==> config.mk <==
export PLATFORM = sky130hd
export DESIGN_NAME = led_buzzer_pattern_sequencer
export DESIGN_NICKNAME = d
export VERILOG_FILES = /design/src/rtl/lbps_pkg.sv /design/src/rtl/lbps_rem.sv /design/src/rtl/led_buzzer_pattern_sequencer.sv
export VERILOG_INCLUDE_DIRS = /design/src /design/src/rtl
export SDC_FILE = /design/constraint.sdc
export NUM_CORES = 1
export LEC_CHECK = 0
export ABC_AREA = 1
export ABC_CLOCK_PERIOD_IN_PS = 5000
export BUFFER_PORTS_ARGS = -buffer_cell sky130_fd_sc_hd__buf_2
export CORE_MARGIN = 8
export CORE_UTILIZATION = 55
export CTS_BUF_LIST = sky130_fd_sc_hd__clkbuf_8
export DETAILED_ROUTE_END_ITERATION = 16
export PLACE_DENSITY = 0.72
export RECOVER_POWER = 100
export SETUP_SLACK_MARGIN = 0.5
export SLEW_MARGIN = 15
export SYNTH_ARGS = -nofsm -noshare
export SYNTH_HDL_FRONTEND = slang
export SYNTH_SLANG_ARGS = --single-unit
==> constraint.sdc <==
create_clock -name clk -period 5 [get_ports clk]
set_input_delay 0 -clock clk [delete_from_list [all_inputs] [get_ports clk]]
set_output_delay 0 -clock clk [all_outputs]
set_load 0.01 [all_outputs]
==> src/rtl/assert_macros.svh <==
`ifndef ASSERT_MACROS_SVH
`define ASSERT_MACROS_SVH

// Same-cycle implication, sampled on the rising edge of clk, off during reset.
`define ASSERT_IMPLIES(lbl, ante, cons, msg) \
  lbl: assert property (@(posedge clk) disable iff (rst) (ante) |-> (cons)) \
    else $error(msg);

// Next-cycle implication.
`define ASSERT_NEXT(lbl, ante, cons, msg) \
  lbl: assert property (@(posedge clk) disable iff (rst) (ante) |=> (cons)) \
    else $error(msg);

`endif

==> src/rtl/lbps_pkg.sv <==
`timescale 1ns / 1ps

package lbps_pkg;

  localparam int unsigned CntW   = 16;
  localparam int unsigned WaitW  = 8;
  localparam int unsigned PatW   = 5;
  localparam int unsigned RemSteps = CntW / 2;
  localparam int unsigned RemCntW  = $clog2(RemSteps);

  localparam logic [WaitW-1:0] StartDelayReset = 8'd20;
  localparam logic [CntW-1:0]  PatEndless      = 16'h00FF;

  typedef enum logic [1:0] {
    REQ_TICK  = 2'd0,
    REQ_LIGHT = 2'd1,
    REQ_BUZZ  = 2'd2,
    REQ_FORCE = 2'd3
  } req_t;

  typedef enum logic [2:0] {
    ST_IDLE,
    ST_LSTART,
    ST_LWAIT,
    ST_TSTART,
    ST_TWAIT,
    ST_OUT
  } state_t;

  typedef struct packed {
    logic            start;
    logic [CntW-1:0] dividend;
    logic [CntW-1:0] divisor;
  } rem_req_t;

  typedef struct packed {
    logic            busy;
    logic            done;
    logic [CntW-1:0] rem;
  } rem_rsp_t;

  typedef struct packed {
    logic            hit;
    logic [CntW-1:0] dur;
    logic [CntW-1:0] period;
    logic [CntW-1:0] span;
    logic [3:0]      colour;
  } row_t;

  function automatic row_t mk_row(input logic [CntW-1:0] d, input logic [CntW-1:0] p,
                                  input logic [CntW-1:0] s, input logic [3:0] c);
    row_t r;
    r.hit    = 1'b1;
    r.dur    = d;
    r.period = p;
    r.span   = s;
    r.colour = c;
    return r;
  endfunction

  // colour: bit 3 red, bit 2 green, bit 0 blue
  function automatic row_t lamp_row(input logic [PatW-1:0] p);
    row_t r;
    r = '0;
    case (p)
      5'd1, 5'd2, 5'd3: r = mk_row(16'd20, 16'd40, 16'd20, 4'h1);
      5'd4:  r = mk_row(16'd80, 16'd40, 16'd20, 4'h8);
      5'd5:  r = mk_row(16'd20, 16'd40, 16'd20, 4'h4);
      5'd6:  r = mk_row(16'h00FF, 16'd100, 16'd50, 4'h4);
      5'd7:  r = mk_row(16'h00FF, 16'h00FF, 16'h00FF, 4'h4);
      5'd8:  r = mk_row(16'h00FF, 16'h00FF, 16'h00FF, 4'h8);
      5'd9:  r = mk_row(16'h00FF, 16'd120, 16'd60, 4'h1);
      5'd10: r = mk_row(16'h00FF, 16'd300, 16'd200, 4'hD);
      5'd11: r = mk_row(16'h00FF, 16'h00FF, 16'h00FF, 4'h5);
      5'd12: r = mk_row(16'd36, 16'd12, 16'd6, 4'h4);
      5'd13: r = mk_row(16'd60, 16'd20, 16'd10, 4'h1);
      5'd14: r = mk_row(16'h00FF, 16'd120, 16'd60, 4'h8);
      5'd15: r = mk_row(16'h00FF, 16'd80, 16'd40, 4'hD);
      5'd16: r = mk_row(16'h00FF, 16'd60, 16'd30, 4'h8);
      default: r = '0;
    endcase
    return r;
  endfunction

  function automatic row_t buzz_row(input logic [PatW-1:0] p);
    row_t r;
    r = '0;
    case (p)
      5'd1: r = mk_row(16'd20, 16'd40, 16'd20, 4'h0);
      5'd2: r = mk_row(16'd80, 16'd40, 16'd20, 4'h0);
      5'd3: r = mk_row(16'd160, 16'd80, 16'd40, 4'h0);
      5'd4: r = mk_row(16'd500, 16'hFFFF, 16'hFFFF, 4'h0);
      5'd5: r = mk_row(16'd30, 16'd10, 16'd5, 4'h0);
      5'd6: r = mk_row(16'd60, 16'd20, 16'd10, 4'h0);
      default: r = '0;
    endcase
    return r;
  endfunction

endpackage

==> src/rtl/lbps_rem.sv <==
`timescale 1ns / 1ps
`include "assert_macros.svh"

// Restoring remainder, two quotient bits per cycle. A zero divisor gives
// the dividend back unchanged.
module lbps_rem (
  input  logic              clk,
  input  logic              rst,
  input  lbps_pkg::rem_req_t req,
  output lbps_pkg::rem_rsp_t rsp
);

  logic [lbps_pkg::CntW-1:0]    rem;
  logic [lbps_pkg::CntW-1:0]    rem_next;
  logic [lbps_pkg::CntW-1:0]    dvd;
  logic [lbps_pkg::CntW-1:0]    dvs;
  logic [lbps_pkg::RemCntW-1:0] cnt;
  logic                         busy;
  logic                         done;
  logic [lbps_pkg::CntW:0]      s1;
  logic [lbps_pkg::CntW:0]      s2;

  always_comb begin
    s1 = {rem, dvd[lbps_pkg::CntW-1]};
    if (s1 >= {1'b0, dvs}) begin
      s1 = s1 - {1'b0, dvs};
    end
    s2 = {s1[lbps_pkg::CntW-1:0], dvd[lbps_pkg::CntW-2]};
    if (s2 >= {1'b0, dvs}) begin
      s2 = s2 - {1'b0, dvs};
    end
    rem_next = s2[lbps_pkg::CntW-1:0];
  end

  always_ff @(posedge clk) begin
    if (rst) begin
      busy <= 1'b0;
      done <= 1'b0;
      cnt  <= '0;
    end else begin
      done <= 1'b0;
      if (req.start) begin
        busy <= 1'b1;
        cnt  <= '0;
        rem  <= '0;
        dvd  <= req.dividend;
        dvs  <= req.divisor;
      end else if (busy) begin
        rem <= rem_next;
        dvd <= {dvd[lbps_pkg::CntW-3:0], 2'b00};
        cnt <= cnt + 1'b1;
        if (cnt == lbps_pkg::RemCntW'(lbps_pkg::RemSteps - 1)) begin
          busy <= 1'b0;
          done <= 1'b1;
        end
      end
    end
  end

  assign rsp.busy = busy;
  assign rsp.done = done;
  assign rsp.rem  = rem;

  `ASSERT_NEXT(a_start_busy, req.start, busy, "remainder unit did not start")
  `ASSERT_IMPLIES(a_done_idle, done, !busy && !req.start, "done while unit still busy")

endmodule

==> src/rtl/led_buzzer_pattern_sequencer.sv <==
`timescale 1ns / 1ps
`include "assert_macros.svh"

// Tick request: from accept to the earliest result handshake, two remainder passes on the
// one shared divider (each: start, eight 2-bit steps, done), then the output step and the
// result register. Light, buzzer and force requests go straight to the output step. One
// request in flight; the next is accepted in the cycle after the result is loaded, even if
// it has not been taken yet.
// rst (synchronous, high): all pattern state cleared, drives off, start_delay 20.
module led_buzzer_pattern_sequencer (
  input  logic        clk,
  input  logic        rst,
  input  logic        s_tvalid,
  output logic        s_tready,
  input  logic [7:0]  s_tdata,   // [4:0] pattern
  input  logic [1:0]  s_tuser,   // [1:0] req_type
  output logic        m_tvalid,
  input  logic        m_tready,
  output logic [15:0] m_tdata,   // [0] red_on [1] green_on [2] blue_on [3] buzzer_on
                                 // [8:4] light_pattern
  input  logic        cfg_valid,
  output logic        cfg_ready,
  input  logic [7:0]  cfg_data
);

  localparam int unsigned W  = lbps_pkg::CntW;
  localparam int unsigned WW = lbps_pkg::WaitW;
  localparam int unsigned PW = lbps_pkg::PatW;

  lbps_pkg::state_t state;
  lbps_pkg::state_t state_next;
  lbps_pkg::rem_req_t rq;
  lbps_pkg::rem_rsp_t rs;
  lbps_pkg::req_t req;
  lbps_pkg::row_t lrow;
  lbps_pkg::row_t brow;

  logic [WW-1:0] start_delay;
  logic [PW-1:0] held;
  logic [WW-1:0] l_wait;
  logic [W-1:0]  l_elapsed, l_dur, l_period, l_span;
  logic [3:0]    l_colour;
  logic [WW-1:0] t_wait;
  logic [W-1:0]  t_elapsed, t_dur, t_period, t_span;
  logic [3:0]    drive;      // 3 red, 2 green, 1 blue, 0 buzzer
  logic          l_run, t_run;

  logic [PW-1:0] pat;
  logic          accept;
  logic          out_free;
  logic          l_take;
  logic          l_live, l_lit, t_live;

  assign req      = lbps_pkg::req_t'(s_tuser);
  assign pat      = s_tdata[PW-1:0];
  assign accept   = s_tvalid && s_tready;
  assign out_free = !m_tvalid || m_tready;
  assign cfg_ready = 1'b1;
  assign lrow     = lbps_pkg::lamp_row(pat);
  assign brow     = lbps_pkg::buzz_row(pat);

  // priority: held 7 and up yields to any other number, 1..6 only to a lower one
  always_comb begin
    if (held >= PW'(7)) begin
      l_take = (held != pat);
    end else begin
      l_take = (held == '0) || (pat < held);
    end
  end

  assign l_live = (l_dur != '0) && ((l_dur == lbps_pkg::PatEndless) || (l_elapsed < l_dur));
  assign l_lit  = (l_period == lbps_pkg::PatEndless) || (rs.rem < l_span);
  assign t_live = (t_dur != '0) && (t_elapsed < t_dur);

  always_comb begin
    state_next = state;
    unique case (state)
      lbps_pkg::ST_IDLE: begin
        if (accept) begin
          state_next = (req == lbps_pkg::REQ_TICK) ? lbps_pkg::ST_LSTART : lbps_pkg::ST_OUT;
        end
      end
      lbps_pkg::ST_LSTART: state_next = lbps_pkg::ST_LWAIT;
      lbps_pkg::ST_LWAIT:  if (rs.done) state_next = lbps_pkg::ST_TSTART;
      lbps_pkg::ST_TSTART: state_next = lbps_pkg::ST_TWAIT;
      lbps_pkg::ST_TWAIT:  if (rs.done) state_next = lbps_pkg::ST_OUT;
      lbps_pkg::ST_OUT:    if (out_free) state_next = lbps_pkg::ST_IDLE;
      default:             state_next = lbps_pkg::ST_IDLE;
    endcase
  end

  always_comb begin
    s_tready    = 1'b0;
    rq.start    = 1'b0;
    rq.dividend = l_elapsed;
    rq.divisor  = l_period;
    unique case (state)
      lbps_pkg::ST_IDLE:   s_tready = 1'b1;
      lbps_pkg::ST_LSTART: rq.start = 1'b1;
      lbps_pkg::ST_TSTART: begin
        rq.start    = 1'b1;
        rq.dividend = t_elapsed;
        rq.divisor  = t_period;
      end
      default: ;
    endcase
  end

  always_ff @(posedge clk) begin
    if (rst) begin
      state <= lbps_pkg::ST_IDLE;
    end else begin
      state <= state_next;
    end
  end

  always_ff @(posedge clk) begin
    if (rst) begin
      start_delay <= lbps_pkg::StartDelayReset;
    end else if (cfg_valid && cfg_ready) begin
      start_delay <= cfg_data;
    end
  end

  always_ff @(posedge clk) begin
    if (rst) begin
      held      <= '0;
      l_wait    <= '0;
      l_elapsed <= '0;
      l_dur     <= '0;
      l_period  <= '0;
      l_span    <= '0;
      l_colour  <= '0;
      t_wait    <= '0;
      t_elapsed <= '0;
      t_dur     <= '0;
      t_period  <= '0;
      t_span    <= '0;
      drive     <= '0;
      l_run     <= 1'b0;
      t_run     <= 1'b0;
    end else begin
      if (accept) begin
        case (req)
          lbps_pkg::REQ_TICK: begin
            l_run <= (l_wait == '0);
            t_run <= (t_wait == '0);
            if (l_wait == '0) l_elapsed <= l_elapsed + 1'b1;
            else              l_wait    <= l_wait - 1'b1;
            if (t_wait == '0) t_elapsed <= t_elapsed + 1'b1;
            else              t_wait    <= t_wait - 1'b1;
          end
          lbps_pkg::REQ_LIGHT: begin
            if (l_take) begin
              l_wait    <= start_delay;
              held      <= pat;
              l_elapsed <= '0;
              if (lrow.hit) begin
                l_dur    <= lrow.dur;
                l_period <= lrow.period;
                l_span   <= lrow.span;
                l_colour <= lrow.colour;
              end
            end
          end
          lbps_pkg::REQ_BUZZ: begin
            t_wait    <= start_delay;
            t_elapsed <= '0;
            if (brow.hit) begin
              t_dur    <= brow.dur;
              t_period <= brow.period;
              t_span   <= brow.span;
            end
          end
          default: begin
            l_wait    <= start_delay;
            held      <= '0;
            l_elapsed <= '0;
            l_dur     <= '0;
            l_period  <= '0;
            l_span    <= '0;
            t_wait    <= start_delay;
            t_elapsed <= '0;
            t_dur     <= '0;
            t_period  <= '0;
            t_span    <= '0;
            drive     <= '0;
          end
        endcase
      end

      if (state == lbps_pkg::ST_LWAIT && rs.done && l_run) begin
        if (l_live) begin
          drive[3:1] <= l_lit ? {l_colour[3], l_colour[2], l_colour[0]} : 3'b000;
        end else begin
          // expired or never loaded: lamp dark, pattern released
          l_dur      <= '0;
          drive[3:1] <= 3'b000;
          held       <= '0;
        end
      end

      if (state == lbps_pkg::ST_TWAIT && rs.done && t_run) begin
        if (t_live) begin
          drive[0] <= (rs.rem < t_span);
        end else begin
          t_dur    <= '0;
          drive[0] <= 1'b0;
        end
      end
    end
  end

  always_ff @(posedge clk) begin
    if (rst) begin
      m_tvalid <= 1'b0;
    end else if (state == lbps_pkg::ST_OUT && out_free) begin
      m_tvalid <= 1'b1;
    end else if (m_tready) begin
      m_tvalid <= 1'b0;
    end
  end

  always_ff @(posedge clk) begin
    if (state == lbps_pkg::ST_OUT && out_free) begin
      m_tdata <= {7'b0, held, drive[0], drive[1], drive[2], drive[3]};
    end
  end

  lbps_rem u_rem (
    .clk (clk),
    .rst (rst),
    .req (rq),
    .rsp (rs)
  );

  `ASSERT_IMPLIES(a_done_in_wait, rs.done,
    state == lbps_pkg::ST_LWAIT || state == lbps_pkg::ST_TWAIT, "divider done out of sequence")
  `ASSERT_IMPLIES(a_idle_unit_free, state == lbps_pkg::ST_IDLE || state == lbps_pkg::ST_OUT,
    !rs.busy, "divider busy outside a tick")
  `ASSERT_NEXT(a_out_loads, state == lbps_pkg::ST_OUT && out_free, m_tvalid,
    "result not presented after output step")

endmodule

* Word-level counts from Yosys, hierarchy flattened
Memories as Yosys holds them, arrays and structs flattened.
Cells that the tools add are included.
** Operators by class
- Equality and inequality tests :: 30
- Mux-type cells :: 65
- Add/subtract/negate cells :: 7
- Reduce and logical (&&, ||, !) cells :: 43
- Order comparisons :: 8
- Bitwise gates (word level) :: 6
** Operators by type and width (count)
- 2-to-1 mux 16 bit :: 23
- case mux 53 bit (6 select lines) :: 1
- case mux 16 bit (2 select lines) :: 7
- less-than comparator 16 bit :: 4
- case mux 16 bit (3 select lines) :: 1
- greater-or-equal comparator 17 x 16 -> 1 bit :: 2
- adder 16 x 1 -> 16 bit, second input constant :: 2
- == test 16 x 8 -> 1 bit, second input constant :: 2
- 2-to-1 mux 32 bit :: 1
- nonzero test 16 bit :: 2
- subtractor 16 bit :: 2
- 2-to-1 mux 3 bit :: 8
- 2-to-1 mux 8 bit :: 3
- case mux 8 bit (3 select lines) :: 1
- 2-to-1 mux 5 bit :: 4
- AND reduction 4 bit :: 5
- case mux 3 bit (6 select lines) :: 1
- logical NOT 8 bit :: 2
- case mux 8 bit (2 select lines) :: 1
- subtractor 8 x 1 -> 8 bit, second input constant :: 2
- == test 5 x 3 -> 1 bit, second input constant :: 3
- inequality test 2 bit, second input constant :: 7
- inequality test 2 x 1 -> 1 bit, second input constant :: 6
- 2-to-1 mux 1 bit :: 11
- 25 further kinds :: 58
** Word-level totals
- Word-level logic and storage cells :: 186
- Memories kept :: 1
- Output and inout bits :: 19
- ROM bits :: 928
- Register bits :: 233
- Input bits :: 23
** Memory list
- (no name shown) :: depth 32, bits a word 29, rd ports 1, clocked after memory_dff 0, write ports 0, RTL line lbps_pkg.sv:65 : case (p)

* Depth between registers and ports, before layout
Gate-level depths: netlist of the first run.
- Depth in word-level cells :: 8
- Gate-level depth with buffers :: 27
- Gate-level depth less buffers :: 26

* By module
Synthesis of the first run repeated with hierarchy kept, for this count alone.
** Unflattened totals
- Cell total of the unflattened synthesis :: 1922
- Area total of the unflattened synthesis :: 13176.4 µm²
** Modules (own cells, without submodules)
- led_buzzer_pattern_sequencer :: times used 1, area an instance 8934.8 µm², cells an instance 1330
- lbps_rem :: times used 1, area an instance 4241.6 µm², cells an instance 592

* Least setup slack after synthesis of the first run
No wires, ideal clock.
- Path type :: register -> register
- From :: register u_rem.dvs[14] (netlist name)
- To :: register u_rem.rem[15] (netlist name) (data pin)
- Arrival :: 3515 ps
- Buffers on the path :: 2
- Library setup time :: 253 ps
- Path slack :: 1233 ps
- Required time :: 4747 ps
- Cell stages (with the launch flop) :: 26
- Clock period less this slack :: 3767 ps
- Path through :: edfxtp_1 inv_1 ha_1 nand2_2 inv_1 nand2_1 nand2_1 a21oi_1 nand2_2 nand2_2 nand2_4 buf_4 o21ai_0 inv_1 ha_1 nand2_1 inv_1 a21oi_1 nand2_1 nand4_1 nand2_1 nand2_1 nand3_4 buf_6 nor2_1 nor2_1
** On the way
- Word-level cells in the longest chain between the ends :: 5
** Ends and longest elaborated chain
- from (decl) :: RTL line lbps_rem.sv:16 : logic [lbps_pkg::CntW-1:0] dvs;
- from (signal assigned) :: RTL line lbps_rem.sv:47 : dvs <= req.divisor;
- subtractor 16 bit / greater-or-equal comparator 17 x 16 -> 1 bit (equally long branches) :: RTL line lbps_rem.sv:26, lbps_rem.sv:25
- 2-to-1 mux 16 bit :: RTL line lbps_rem.sv:25 : if (s1 >= {1'b0, dvs}) begin
- subtractor 16 bit / greater-or-equal comparator 17 x 16 -> 1 bit (equally long branches) :: RTL line lbps_rem.sv:30, lbps_rem.sv:29
- 2-to-1 mux 16 bit (*) :: RTL line lbps_rem.sv:29 : if (s2 >= {1'b0, dvs}) begin
- 2-to-1 mux 16 bit (*) :: RTL line lbps_rem.sv:48 : end else if (busy) begin
- to (signal assigned) :: RTL line lbps_rem.sv:49 : rem <= rem_next;
- to (decl) :: RTL line lbps_rem.sv:13 : logic [lbps_pkg::CntW-1:0] rem;
Every way passes the cells marked *; elsewhere a longest branch is shown, timed or not. The select of a mux whose other input is x is not followed.
A chain may end at the register's enable or synchronous reset.

* Worst setup path in the final report of the first run
- From :: register state[0]
- To :: register u_rem.rem[15] (netlist name), enable pin
** On the way
- Word-level cells in the longest chain between the ends :: 5
** Ends and longest elaborated chain
- from (decl) :: RTL line led_buzzer_pattern_sequencer.sv:30 : lbps_pkg::state_t state;
- from (signal assigned) :: RTL line led_buzzer_pattern_sequencer.sv:111 : state <= lbps_pkg::ST_IDLE;
- from (signal assigned) :: RTL line led_buzzer_pattern_sequencer.sv:113 : state <= state_next;
- == test 3 x 2 -> 1 bit / == test 3 x 1 -> 1 bit (equally long branches) :: RTL line led_buzzer_pattern_sequencer.sv:97 : unique case (state)
- OR reduction 2 bit (no source line) (*)
- 2-to-1 mux 1 bit (*) :: RTL line led_buzzer_pattern_sequencer.sv:97
- nonzero test 2 bit (no source line) (*)
- AND reduction 2 bit (no source line) (*)
Every way passes the cells marked *; elsewhere a longest branch is shown, timed or not.

==> report_table.html, run 1 <==
<table>
<tr><th>Metric</th><th>Value</th></tr>
<tr><th colspan="2">Synth</th></tr>
<tr><td>Proportion of netlist area held by the largest area contributor</td><td>21.4%</td></tr>
<tr><td>Share of synthesized cell area in full adder, half adder and majority cells</td><td>between 10 and 15%</td></tr>
<tr><td>FF+latch count, synth</td><td>between 150 and 200</td></tr>
<tr><td>Synthesized area per cell</td><td>7.03 um2</td></tr>
<tr><td>Prevailing post-synth register cell</td><td>sky130_fd_sc_hd__dfxtp_1</td></tr>
<tr><td>Post-synthesis simple-gate area fraction</td><td>27.5%</td></tr>
<tr><td>Sequential share of the synthesized area</td><td>33.7%</td></tr>
<tr><td>Largest cells by area after synthesis</td><td>sky130_fd_sc_hd__dfxtp_1, sky130_fd_sc_hd__edfxtp_1, sky130_fd_sc_hd__nand2_1, sky130_fd_sc_hd__ha_1, sky130_fd_sc_hd__inv_1</td></tr>
<tr><td>Most area-hungry cell type in the Yosys netlist</td><td>sky130_fd_sc_hd__dfxtp_1</td></tr>
<tr><td>XOR/XNOR share of the synthesized area</td><td>3.24%</td></tr>
<tr><td>Largest family of logic cells by synthesized area</td><td>simple AND/OR/NAND/NOR gates</td></tr>
<tr><td>Share of flip-flops with an asynchronous set or reset after synthesis</td><td>0%</td></tr>
<tr><td>Post-synth EDFFs</td><td>50</td></tr>
<tr><td>Share of the synthesized area in compound gates (AO/OA/AOI/OAI)</td><td>14.9%</td></tr>
<tr><td>Summed instance area of the synthesized netlist</td><td>about 12000 um2</td></tr>
<tr><td>Post-synthesis cell count</td><td>1729</td></tr>
<tr><td>Count of warnings emitted by yosys</td><td>0</td></tr>
<tr><td>Mux contribution to synthesized area</td><td>0%</td></tr>
<tr><td>Count of unique library cells instantiated by Yosys</td><td>51</td></tr>
<tr><th colspan="2">Power and ir drop</th></tr>
<tr><td>Cell-internal power</td><td>4040 uW</td></tr>
<tr><td>LEAKAGE</td><td>0.00561 uW</td></tr>
<tr><td>Sequential power share</td><td>between 20% and 30%</td></tr>
<tr><td>Proportion of power drawn by combinational gates</td><td>59.4%</td></tr>
<tr><td>PD cells</td><td>597 nW/um2</td></tr>
<tr><td>Worst vdd rail ir drop</td><td>0.000291 V</td></tr>
<tr><td>Switching Fraction</td><td>48.0%</td></tr>
<tr><td>Clock Power Share</td><td>13.3%</td></tr>
<tr><td>NetSw</td><td>3730 uW</td></tr>
<tr><th colspan="2">Global routing</th></tr>
<tr><td>First-pass GRT wire length</td><td>51.1 mm</td></tr>
<tr><td>Largest net degree at the start of global routing</td><td>43</td></tr>
<tr><td>Number of antenna violations at the first check in global routing</td><td>0</td></tr>
<tr><td>Vias in the first global route</td><td>10300</td></tr>
<tr><td>Tot GR Track Use</td><td>23.3%</td></tr>
<tr><td>Total grt overflow</td><td>0</td></tr>
<tr><th colspan="2">Setup path</th></tr>
<tr><td>Maximum fanout encountered on the critical timing path</td><td>25</td></tr>
<tr><td>Category of the critical setup timing path</td><td>register to register</td></tr>
<tr><td>Startpoint kind of the worst setup timing path</td><td>register</td></tr>
<tr><td>Arrival time of the worst setup path</td><td>about 4500 ps</td></tr>
<tr><td>Worst setup slack for register-to-register paths</td><td>610 ps</td></tr>
<tr><td>Worst Setup End Kind</td><td>register</td></tr>
<tr><td>Required time at the endpoint of the critical path</td><td>5150 ps</td></tr>
<tr><td>R2R Path Start</td><td>state[0]</td></tr>
<tr><td>Number of cells on the worst reg-to-reg path</td><td>7</td></tr>
<tr><td>FF-to-FF End</td><td>u_rem.rem[15]</td></tr>
<tr><th colspan="2">Layout</th></tr>
<tr><td>Sequential Area</td><td>4100 um2</td></tr>
<tr><td>Non-filler cells, final</td><td>2054</td></tr>
<tr><td>Area Growth Syn to Fin</td><td>6.97%</td></tr>
<tr><td>Fill count</td><td>2143</td></tr>
<tr><td>Final design area excluding fillers</td><td>13000 um2</td></tr>
<tr><td>Area occupied by multi-input gates</td><td>6870 um2</td></tr>
<tr><td>Share of final-layout standard cells stronger than drive strength 1</td><td>5.47%</td></tr>
<tr><td>NumNets Final</td><td>1888</td></tr>
<tr><td>Count of antenna diodes in the layout</td><td>0</td></tr>
<tr><th colspan="2">Clock network</th></tr>
<tr><td>Clock latency of the later-clocked register in the worst-skew pair</td><td>470 ps</td></tr>
<tr><td>H-Tree Level Count</td><td>4</td></tr>
<tr><td>TritonCTS clock tree</td><td>done</td></tr>
<tr><td>Root Buffer</td><td>sky130_fd_sc_hd__clkbuf_8</td></tr>
<tr><td>Num CTS Buffers</td><td>17</td></tr>
<tr><td>Clock Tree Buf Depth</td><td>2</td></tr>
<tr><td># clock sinks</td><td>180</td></tr>
<tr><td>CTS clk-pin slew, worst paths</td><td>around 100 ps</td></tr>
<tr><th colspan="2">Detailed routing</th></tr>
<tr><td>Total Wirelength</td><td>about 31 mm</td></tr>
<tr><td>Remaining antenna violation count</td><td>0</td></tr>
<tr><td>Router iterations before antenna repair</td><td>6</td></tr>
<tr><td>Vias</td><td>11300</td></tr>
<tr><td>Wirelength per Cell</td><td>15.3 um</td></tr>
<tr><td>DRC violations left</td><td>0</td></tr>
<tr><td>Post-detailed-route via-to-cell ratio</td><td>around 5.5</td></tr>
<tr><td>1st-iter DRT viols</td><td>between 700 and 800</td></tr>
<tr><th colspan="2">Timing</th></tr>
<tr><td>Actual slew at the worst max-slew pin</td><td>between 2000 and 2500 ps</td></tr>
<tr><td>Number of max-slew violations in the final report</td><td>69</td></tr>
<tr><td>Setup Total Neg Slack</td><td>0 ps</td></tr>
<tr><td>Count of final hold-check violations</td><td>0</td></tr>
<tr><td>Clock tree skew after final layout</td><td>about 17 ps</td></tr>
<tr><td>Setup violation total in the final timing report</td><td>0</td></tr>
<tr><td>Final critical-path required period</td><td>4390 ps</td></tr>
<tr><td>Setup repair after global routing missed its margin</td><td>false</td></tr>
<tr><td>Portion of the clock cycle consumed by the worst path in the final layout</td><td>87.8%</td></tr>
<tr><td>Achievable clock frequency</td><td>0.228 GHz</td></tr>
<tr><td>Max-Slew Margin vs Limit</td><td>-44.8%</td></tr>
<tr><th colspan="2">Hold path</th></tr>
<tr><td>Worst Hold Endpoint</td><td>start_delay[6]</td></tr>
<tr><td>Worst hold path cell count</td><td>3</td></tr>
<tr><td>Hold Crit Start</td><td>cfg_valid</td></tr>
<tr><td>HP Class</td><td>input port to register</td></tr>
<tr><th colspan="2">Floorplanning</th></tr>
<tr><td>Standard-cell rows</td><td>54</td></tr>
<tr><td>Initial standard-cell utilization of the core</td><td>55.9%</td></tr>
<tr><td>Core Region</td><td>21800 um2</td></tr>
<tr><td>Horizontal extent of the die</td><td>approximately 160 um</td></tr>
<tr><td>I/O Pins</td><td>42</td></tr>
<tr><td>Die Y-Extent</td><td>approximately 160 um</td></tr>
<tr><td>Overall die area</td><td>27100 um2</td></tr>
<tr><th colspan="2">Placement</th></tr>
<tr><td>Placer's final routability congestion estimate</td><td>0.933</td></tr>
<tr><td>Cells after DPL</td><td>between 2000 and 2500</td></tr>
<tr><td>Post-DP Area</td><td>12500 um2</td></tr>
<tr><td>DP HPWL</td><td>23.9 mm</td></tr>
<tr><td>Port bufs</td><td>30</td></tr>
<tr><th colspan="2">Outcome</th></tr>
<tr><td>Outcome</td><td>finished with violations</td></tr>
<tr><td>Failing checks</td><td>capacitance limit, slew limit</td></tr>
<tr><th colspan="2">Run</th></tr>
<tr><td>Max-cap viol count</td><td>3</td></tr>
</table>
==> synthesized netlist by cell type, types with 11 or more instances <==
| cell | n |
|---|---|
| sky130_fd_sc_hd__a21oi_1 | 160 |
| sky130_fd_sc_hd__buf_4 | 15 |
| sky130_fd_sc_hd__clkbuf_1 | 24 |
| sky130_fd_sc_hd__dfxtp_1 | 130 |
| sky130_fd_sc_hd__edfxtp_1 | 50 |
| sky130_fd_sc_hd__ha_1 | 102 |
| sky130_fd_sc_hd__inv_1 | 228 |
| sky130_fd_sc_hd__nand2_1 | 375 |
| sky130_fd_sc_hd__nand2_2 | 13 |
| sky130_fd_sc_hd__nand3_1 | 94 |
| sky130_fd_sc_hd__nand4_1 | 23 |
| sky130_fd_sc_hd__nor2_1 | 183 |
| sky130_fd_sc_hd__nor2_2 | 11 |
| sky130_fd_sc_hd__nor3_1 | 36 |
| sky130_fd_sc_hd__nor4_1 | 17 |
| sky130_fd_sc_hd__o21ai_0 | 108 |
| sky130_fd_sc_hd__o22ai_1 | 20 |
| sky130_fd_sc_hd__xnor2_1 | 20 |
| sky130_fd_sc_hd__xor2_1 | 25 |
==> worst max-delay path by stage <==
stage / from / endpoint / slack, ps / cells past startpoint
2_1_floorplan: u_rem.dvs[14] / u_rem.rem[15] / 1230 / 25
3_3_place_gp: u_rem.dvs[14] / u_rem.rem[4] / 710 / 24
3_5_place_dp: u_rem.dvs[14] / u_rem.rem[5] / 590 / 24
4_1_cts: u_rem.dvs[14] / u_rem.rem[5] / 570 / 24
5_1_grt: u_rem.dvs[14] / u_rem.rem[9] / 290 / 23
6_report: state[0] / u_rem.rem[15] / 610 / 7
==> routing by layer <==
layer | vias up | wire (um) | part of all wire (%) | track usage (%)
li1 | 5778 | - | - | -
met1 | 5209 | 15000 | 48 | 32.1
met2 | 247 | 14600 | 46 | 38.0
met3 | 29 | 1400 | 4.4 | 3.17
met4 | 0 | 440 | 1.4 | 5.53
met5 | - | 0 | 0 | 0
==> stage by stage <==
step / util (%) / setup slack (ps) / power (uW) / hold WS [ps]
2_1_floorplan: - / 1230 / 5780 / 126
3_3_place_gp: 57.3 / 706 / 6640 / 222
3_5_place_dp: 57.3 / 590 / 6720 / 222
4_1_cts: 60.0 / 571 / 7770 / 3.59
5_1_grt: 59.8 / 292 / 8520 / 46.5
6_report: 59.8 / 610 / 7760 / 24.3
==> critical path, cell delays in order, from the launching register on <==
cell	delay (ps)
sky130_fd_sc_hd__dfxtp_1	360
sky130_fd_sc_hd__inv_1	90
sky130_fd_sc_hd__nor2_2	80
sky130_fd_sc_hd__clkbuf_1	930
sky130_fd_sc_hd__inv_1	200
sky130_fd_sc_hd__buf_4	270
sky130_fd_sc_hd__o21ai_0	1620
sky130_fd_sc_hd__buf_4	510
==> logic make-up (layout without fill, tap and decap cells) <==
group / count (synthesis) / count (layout)
flip-flops: 180 / 180
AO/OA/AOI/OAI: 335 / 335
AND/OR/NAND/NOR: 773 / 773
buffers and inverters: 290 / 329
other: 2 / 8
XOR/XNOR: 45 / 45
adder cells (fa/ha/maj): 104 / 104
==> repair_timing <==
item                       CTS  global route
gates resized for setup      0             6
setup buffers                0             2
setup endpoints to repair    0            16
hold endpoints to repair    25             0
hold buffers                19             0
==> placed cells by master, fill, tap and decap left out, types with 8 or more instances in the layout <==
master                          instances
sky130_fd_sc_hd__buf_2                 19
sky130_fd_sc_hd__ha_1                  99
sky130_fd_sc_hd__nor3_1                36
sky130_fd_sc_hd__clkbuf_1              14
sky130_fd_sc_hd__nand4_1               23
sky130_fd_sc_hd__inv_1                232
sky130_fd_sc_hd__o22ai_1               20
sky130_fd_sc_hd__nor2_1               187
sky130_fd_sc_hd__a21oi_1              160
sky130_fd_sc_hd__nand3_1               95
sky130_fd_sc_hd__dlygate4sd3_1         19
sky130_fd_sc_hd__edfxtp_1              50
sky130_fd_sc_hd__nand2_2               12
sky130_fd_sc_hd__xnor2_1               20
sky130_fd_sc_hd__clkbuf_8              18
sky130_fd_sc_hd__nor2_2                 8
sky130_fd_sc_hd__nand2_1              377
sky130_fd_sc_hd__nor4_1                17
sky130_fd_sc_hd__conb_1                 8
sky130_fd_sc_hd__dfxtp_1              130
sky130_fd_sc_hd__xor2_1                25
sky130_fd_sc_hd__o21ai_0              108
==> registers in the layout, indices dropped and copies added (netlist names), 7 cells and up <==
name and count:
t_period 7, u_rem.dvd 16, t_wait 8, u_rem.dvs 9
m_tdata 9, start_delay 8, l_dur 16, t_dur 16
u_rem.rem 16, l_wait 8, t_elapsed 16, l_period 7
l_elapsed 16
==> power groups by stage <==
stage	combinational [uW]	sequential, uW	clock (uW)
6_report	4610	2120	1030
5_1_grt	5270	2150	1100
4_1_cts	4600	2120	1050
3_5_place_dp	4570	2150	0
3_3_place_gp	4490	2150	0
2_1_floorplan	3700	2080	0
==> cell type report <==
| class | count | area share, % |
|---|---|---|
| Clock buffer | 18 | 1.90 |
| Sequential cell | 180 | 31.6 |
| Inverter | 239 | 6.92 |
| Tap cell | 280 | 2.69 |
| Timing Repair Buffer | 58 | 2.94 |
| Clock inverter | 14 | 1.14 |
| Multi-Input combinational cell | 1265 | 52.8 |
No activity file was read; power rests on OpenSTA's default activity.
==> run 2: changes to the inputs <==
--- a/config.mk
+++ b/config.mk
@@ -7,7 +7,7 @@
 export NUM_CORES = 1
 export LEC_CHECK = 0
 export ABC_AREA = 1
-export ABC_CLOCK_PERIOD_IN_PS = 5000
+export ABC_CLOCK_PERIOD_IN_PS = 4300
 export BUFFER_PORTS_ARGS = -buffer_cell sky130_fd_sc_hd__buf_2
 export CORE_MARGIN = 8
 export CORE_UTILIZATION = 55
@@ -19,4 +19,5 @@
 export SLEW_MARGIN = 15
 export SYNTH_ARGS = -nofsm -noshare
 export SYNTH_HDL_FRONTEND = slang
+export SYNTH_HIERARCHICAL = 1
 export SYNTH_SLANG_ARGS = --single-unit
==> constraint.sdc (replaced) <==
create_clock -name clk -period 4.3 [get_ports clk]
set_input_delay 0 -clock clk [delete_from_list [all_inputs] [get_ports clk]]
set_output_delay 0 -clock clk [all_outputs]
set_load 0.01 [all_outputs]
==> run 2 against run 1 <==
Against the previous run:
- total power is 34% higher
- clock skew grew 5.8 ps
- setup slack got worse by 160 ps
- sequential power grew 18%
- register-to-register slack lost 160 ps
- critical path depth rose by 15
- largest power group unchanged
- global-route usage is 0.84 points higher
- first-iteration DRC count rose by 58%
- the flow still finishes with violations (capacitance limit, slew limit)
==> report_table.html, run 2 <==
<table>
<tr><th>Metric</th><th>Value</th></tr>
<tr><th colspan="2">Setup path</th></tr>
<tr><td>R2R Path Start</td><td>u_rem/rem[6]</td></tr>
<tr><td>Maximum cell stage delay along the critical path</td><td>470 ps</td></tr>
<tr><td>Worst setup slack for register-to-register paths</td><td>450 ps</td></tr>
<tr><td>Category of the critical setup timing path</td><td>register to register</td></tr>
<tr><td>Required time at the endpoint of the critical path</td><td>4540 ps</td></tr>
<tr><td>Startpoint kind of the worst setup timing path</td><td>register</td></tr>
<tr><td>Cell repeated most along the worst path</td><td>sky130_fd_sc_hd__nand2_1</td></tr>
<tr><td>Critical-path cell with the highest stage delay</td><td>sky130_fd_sc_hd__edfxtp_1</td></tr>
<tr><td>Arrival time of the worst setup path</td><td>~4000 ps</td></tr>
<tr><td>FF-to-FF End</td><td>u_rem/rem[15]</td></tr>
<tr><td>Number of cells on the worst reg-to-reg path</td><td>22</td></tr>
<tr><td>Crit path cell chain</td><td>ha_4, nand2_1, nor2_1, nand2_1, nor2_2, nor2_4, nand2_1, buf_4, buf_4, nand2_1, o21ai_1, inv_1, ha_1, nand2_1, nor2_1, a31oi_2, nand2_2, nor2_4, buf_6, nand3_1, nand2_1, nor2_1</td></tr>
<tr><td>Worst Setup End Kind</td><td>register</td></tr>
<tr><td>Maximum fanout encountered on the critical timing path</td><td>7</td></tr>
<tr><th colspan="2">Detailed routing</th></tr>
<tr><td>DRC violations left</td><td>0</td></tr>
<tr><td>1st-iter DRT viols</td><td>1238</td></tr>
<tr><td>Wirelength per Cell</td><td>15.4 um</td></tr>
<tr><td>Vias</td><td>12600</td></tr>
<tr><td>Remaining antenna violation count</td><td>0</td></tr>
<tr><td>Router iterations before antenna repair</td><td>5</td></tr>
<tr><td>Post-detailed-route via-to-cell ratio</td><td>5.43</td></tr>
<tr><td>Total Wirelength</td><td>35.7 mm</td></tr>
<tr><th colspan="2">Clock network</th></tr>
<tr><td>CTS clk-pin slew, worst paths</td><td>approximately 110 ps</td></tr>
<tr><td>Root Buffer</td><td>sky130_fd_sc_hd__clkbuf_8</td></tr>
<tr><td>Clock latency of the later-clocked register in the worst-skew pair</td><td>approximately 500 ps</td></tr>
<tr><td>Clock Tree Buf Depth</td><td>2</td></tr>
<tr><td>Num CTS Buffers</td><td>17</td></tr>
<tr><td># clock sinks</td><td>around 190</td></tr>
<tr><td>TritonCTS clock tree</td><td>done</td></tr>
<tr><td>H-Tree Level Count</td><td>4</td></tr>
<tr><th colspan="2">Timing</th></tr>
<tr><td>Portion of the clock cycle consumed by the worst path in the final layout</td><td>about nine tenths</td></tr>
<tr><td>Setup violation total in the final timing report</td><td>0</td></tr>
<tr><td>Count of final hold-check violations</td><td>0</td></tr>
<tr><td>Number of max-slew violations in the final report</td><td>85</td></tr>
<tr><td>Setup repair after global routing missed its margin</td><td>false</td></tr>
<tr><td>Final critical-path required period</td><td>roughly 3900 ps</td></tr>
<tr><td>Achievable clock frequency</td><td>0.260 GHz</td></tr>
<tr><td>Max-Slew Margin vs Limit</td><td>-81.9%</td></tr>
<tr><td>Actual slew at the worst max-slew pin</td><td>2730 ps</td></tr>
<tr><td>Setup Total Neg Slack</td><td>0 ps</td></tr>
<tr><td>Clock tree skew after final layout</td><td>22.8 ps</td></tr>
<tr><th colspan="2">Layout</th></tr>
<tr><td>Commonest non-fill, non-tap cells in the layout</td><td>sky130_fd_sc_hd__nand2_1, sky130_fd_sc_hd__inv_1, sky130_fd_sc_hd__nor2_1, sky130_fd_sc_hd__a21oi_1, sky130_fd_sc_hd__dfxtp_1</td></tr>
<tr><td>Area Growth Syn to Fin</td><td>11.4%</td></tr>
<tr><td>NumNets Final</td><td>2117</td></tr>
<tr><td>Share of final-layout standard cells stronger than drive strength 1</td><td>9.10%</td></tr>
<tr><td>Layout Utilization</td><td>62.5%</td></tr>
<tr><td>Count of antenna diodes in the layout</td><td>0</td></tr>
<tr><td>Most common cell after layout, fill and taps aside</td><td>sky130_fd_sc_hd__nand2_1</td></tr>
<tr><td>Fill count</td><td>2125</td></tr>
<tr><td>Non-filler cells, final</td><td>about 2300</td></tr>
<tr><td>Final design area excluding fillers</td><td>14700 um2</td></tr>
<tr><th colspan="2">Floorplanning</th></tr>
<tr><td>Horizontal extent of the die</td><td>171 um</td></tr>
<tr><td>Core Region</td><td>23500 um2</td></tr>
<tr><td>Overall die area</td><td>29200 um2</td></tr>
<tr><td>Initial standard-cell utilization of the core</td><td>a little under three fifths</td></tr>
<tr><td>Standard-cell rows</td><td>56</td></tr>
<tr><td>Die Y-Extent</td><td>171 um</td></tr>
<tr><td>I/O Pins</td><td>42</td></tr>
<tr><th colspan="2">Global routing</th></tr>
<tr><td>GR Util met1</td><td>32.9%</td></tr>
<tr><td>Met2 Use GR</td><td>38.6%</td></tr>
<tr><td>Met3 usage in global routing</td><td>3.85%</td></tr>
<tr><td>Number of antenna violations at the first check in global routing</td><td>0</td></tr>
<tr><td>Largest net degree at the start of global routing</td><td>52</td></tr>
<tr><td>Most heavily used metal layer in global routing</td><td>met2</td></tr>
<tr><td>Vias in the first global route</td><td>11600</td></tr>
<tr><td>First-pass GRT wire length</td><td>57.2 mm</td></tr>
<tr><td>Tot GR Track Use</td><td>24.1%</td></tr>
<tr><td>Total grt overflow</td><td>0</td></tr>
<tr><th colspan="2">Hold path</th></tr>
<tr><td>Worst Hold Endpoint</td><td>t_period[5]</td></tr>
<tr><td>Hold Crit Start</td><td>s_tuser[1]</td></tr>
<tr><td>HP Class</td><td>input port to register</td></tr>
<tr><td>Worst hold path cell count</td><td>5</td></tr>
<tr><th colspan="2">Run</th></tr>
<tr><td>Max-cap viol count</td><td>2</td></tr>
<tr><th colspan="2">Synth</th></tr>
<tr><td>Synthesized area per cell</td><td>6.86 um2</td></tr>
<tr><td>Summed instance area of the synthesized netlist</td><td>between 10000 and 15000 um2</td></tr>
<tr><td>Count of warnings emitted by yosys</td><td>6</td></tr>
<tr><td>Post-synthesis cell count</td><td>just under 2000</td></tr>
<tr><th colspan="2">Placement</th></tr>
<tr><td>Placer's final routability congestion estimate</td><td>0.936</td></tr>
<tr><td>Port bufs</td><td>30</td></tr>
<tr><td>Cells after DPL</td><td>2236</td></tr>
<tr><td>Post-DP Area</td><td>13500 um2</td></tr>
<tr><td>DP HPWL</td><td>between 20 and 30 mm</td></tr>
<tr><th colspan="2">Power and ir drop</th></tr>
<tr><td>Worst vdd rail ir drop</td><td>0.000474 V</td></tr>
<tr><td>LEAKAGE</td><td>0.00660 uW</td></tr>
<tr><td>Pwr Total</td><td>10400 uW</td></tr>
<tr><td>PD cells</td><td>707 nW/um2</td></tr>
<tr><th colspan="2">Outcome</th></tr>
<tr><td>Outcome</td><td>finished with violations</td></tr>
<tr><td>Failing checks</td><td>capacitance limit, slew limit</td></tr>
</table>
-- run 2: layout make-up --
class	count	area, um2	area share (%)
Inverter	285	1080	7.35
Clock buffer	17	234	1.60
Clock inverter	15	190	1.30
Timing Repair Buffer	97	706	4.81
Multi-Input combinational cell	1400	7750	52.8
Tap cell	319	399	2.72
Sequential cell	187	4310	29.4
-- run 2: repair_timing --
item                                    CTS  global route
gates cloned                              1             1
pin swaps                                 1            12
endpoints found under the setup margin   16            16
gates resized for setup                   6            69
hold buffers                             29             0
hold endpoints to repair                 15             0
setup buffers                            13             8
-- run 2: where the power goes --
group	internal [uW]	total [uW]	switching, uW
clock	454	1230	780
sequential	2280	2500	220
combinational	2560	6640	4080
total	5300	10400	5080
-- run 2: worst max-delay path: cells and delay by family, from the launching register on --
| family | cells | cell delay [ps] |
|---|---|---|
| AND/OR/NAND/NOR | 14 | 1590 |
| adder cells (fa/ha/maj) | 2 | 660 |
| buffers and inverters | 4 | 590 |
| flip-flops | 1 | 470 |
| AO/OA/AOI/OAI | 2 | 270 |
-- run 2: layer usage --
metal | part of all wire (%) | vias to the layer above
li1 | - | 6338
met3 | 6.0 | 77
met5 | 0 | -
met1 | 46 | 5753
met4 | 2.1 | 0
met2 | 46 | 422
-- run 2: how the worst max path moves through the flow --
stage | startpoint | end | slack, ps | cells past startpoint
3_3_place_gp | u_rem/rem[3] | u_rem/rem[1] | 470 | 22
6_report | u_rem/rem[6] | u_rem/rem[15] | 450 | 22
4_1_cts | u_rem/rem[8] | u_rem/rem[11] | 510 | 25
5_1_grt | u_rem/rem[6] | u_rem/rem[6] | 210 | 22
2_1_floorplan | u_rem/rem[10] | u_rem/rem[1] | 830 | 25
3_5_place_dp | u_rem/rem[3] | u_rem/rem[5] | 400 | 21
-- run 2: stage by stage --
stage,hold slack (ps),worst slack (ps)
floorplan,111,825
global placement,210,467
detailed placement,220,398
CTS,49.9,506
global route,99.2,205
finish,50.3,450
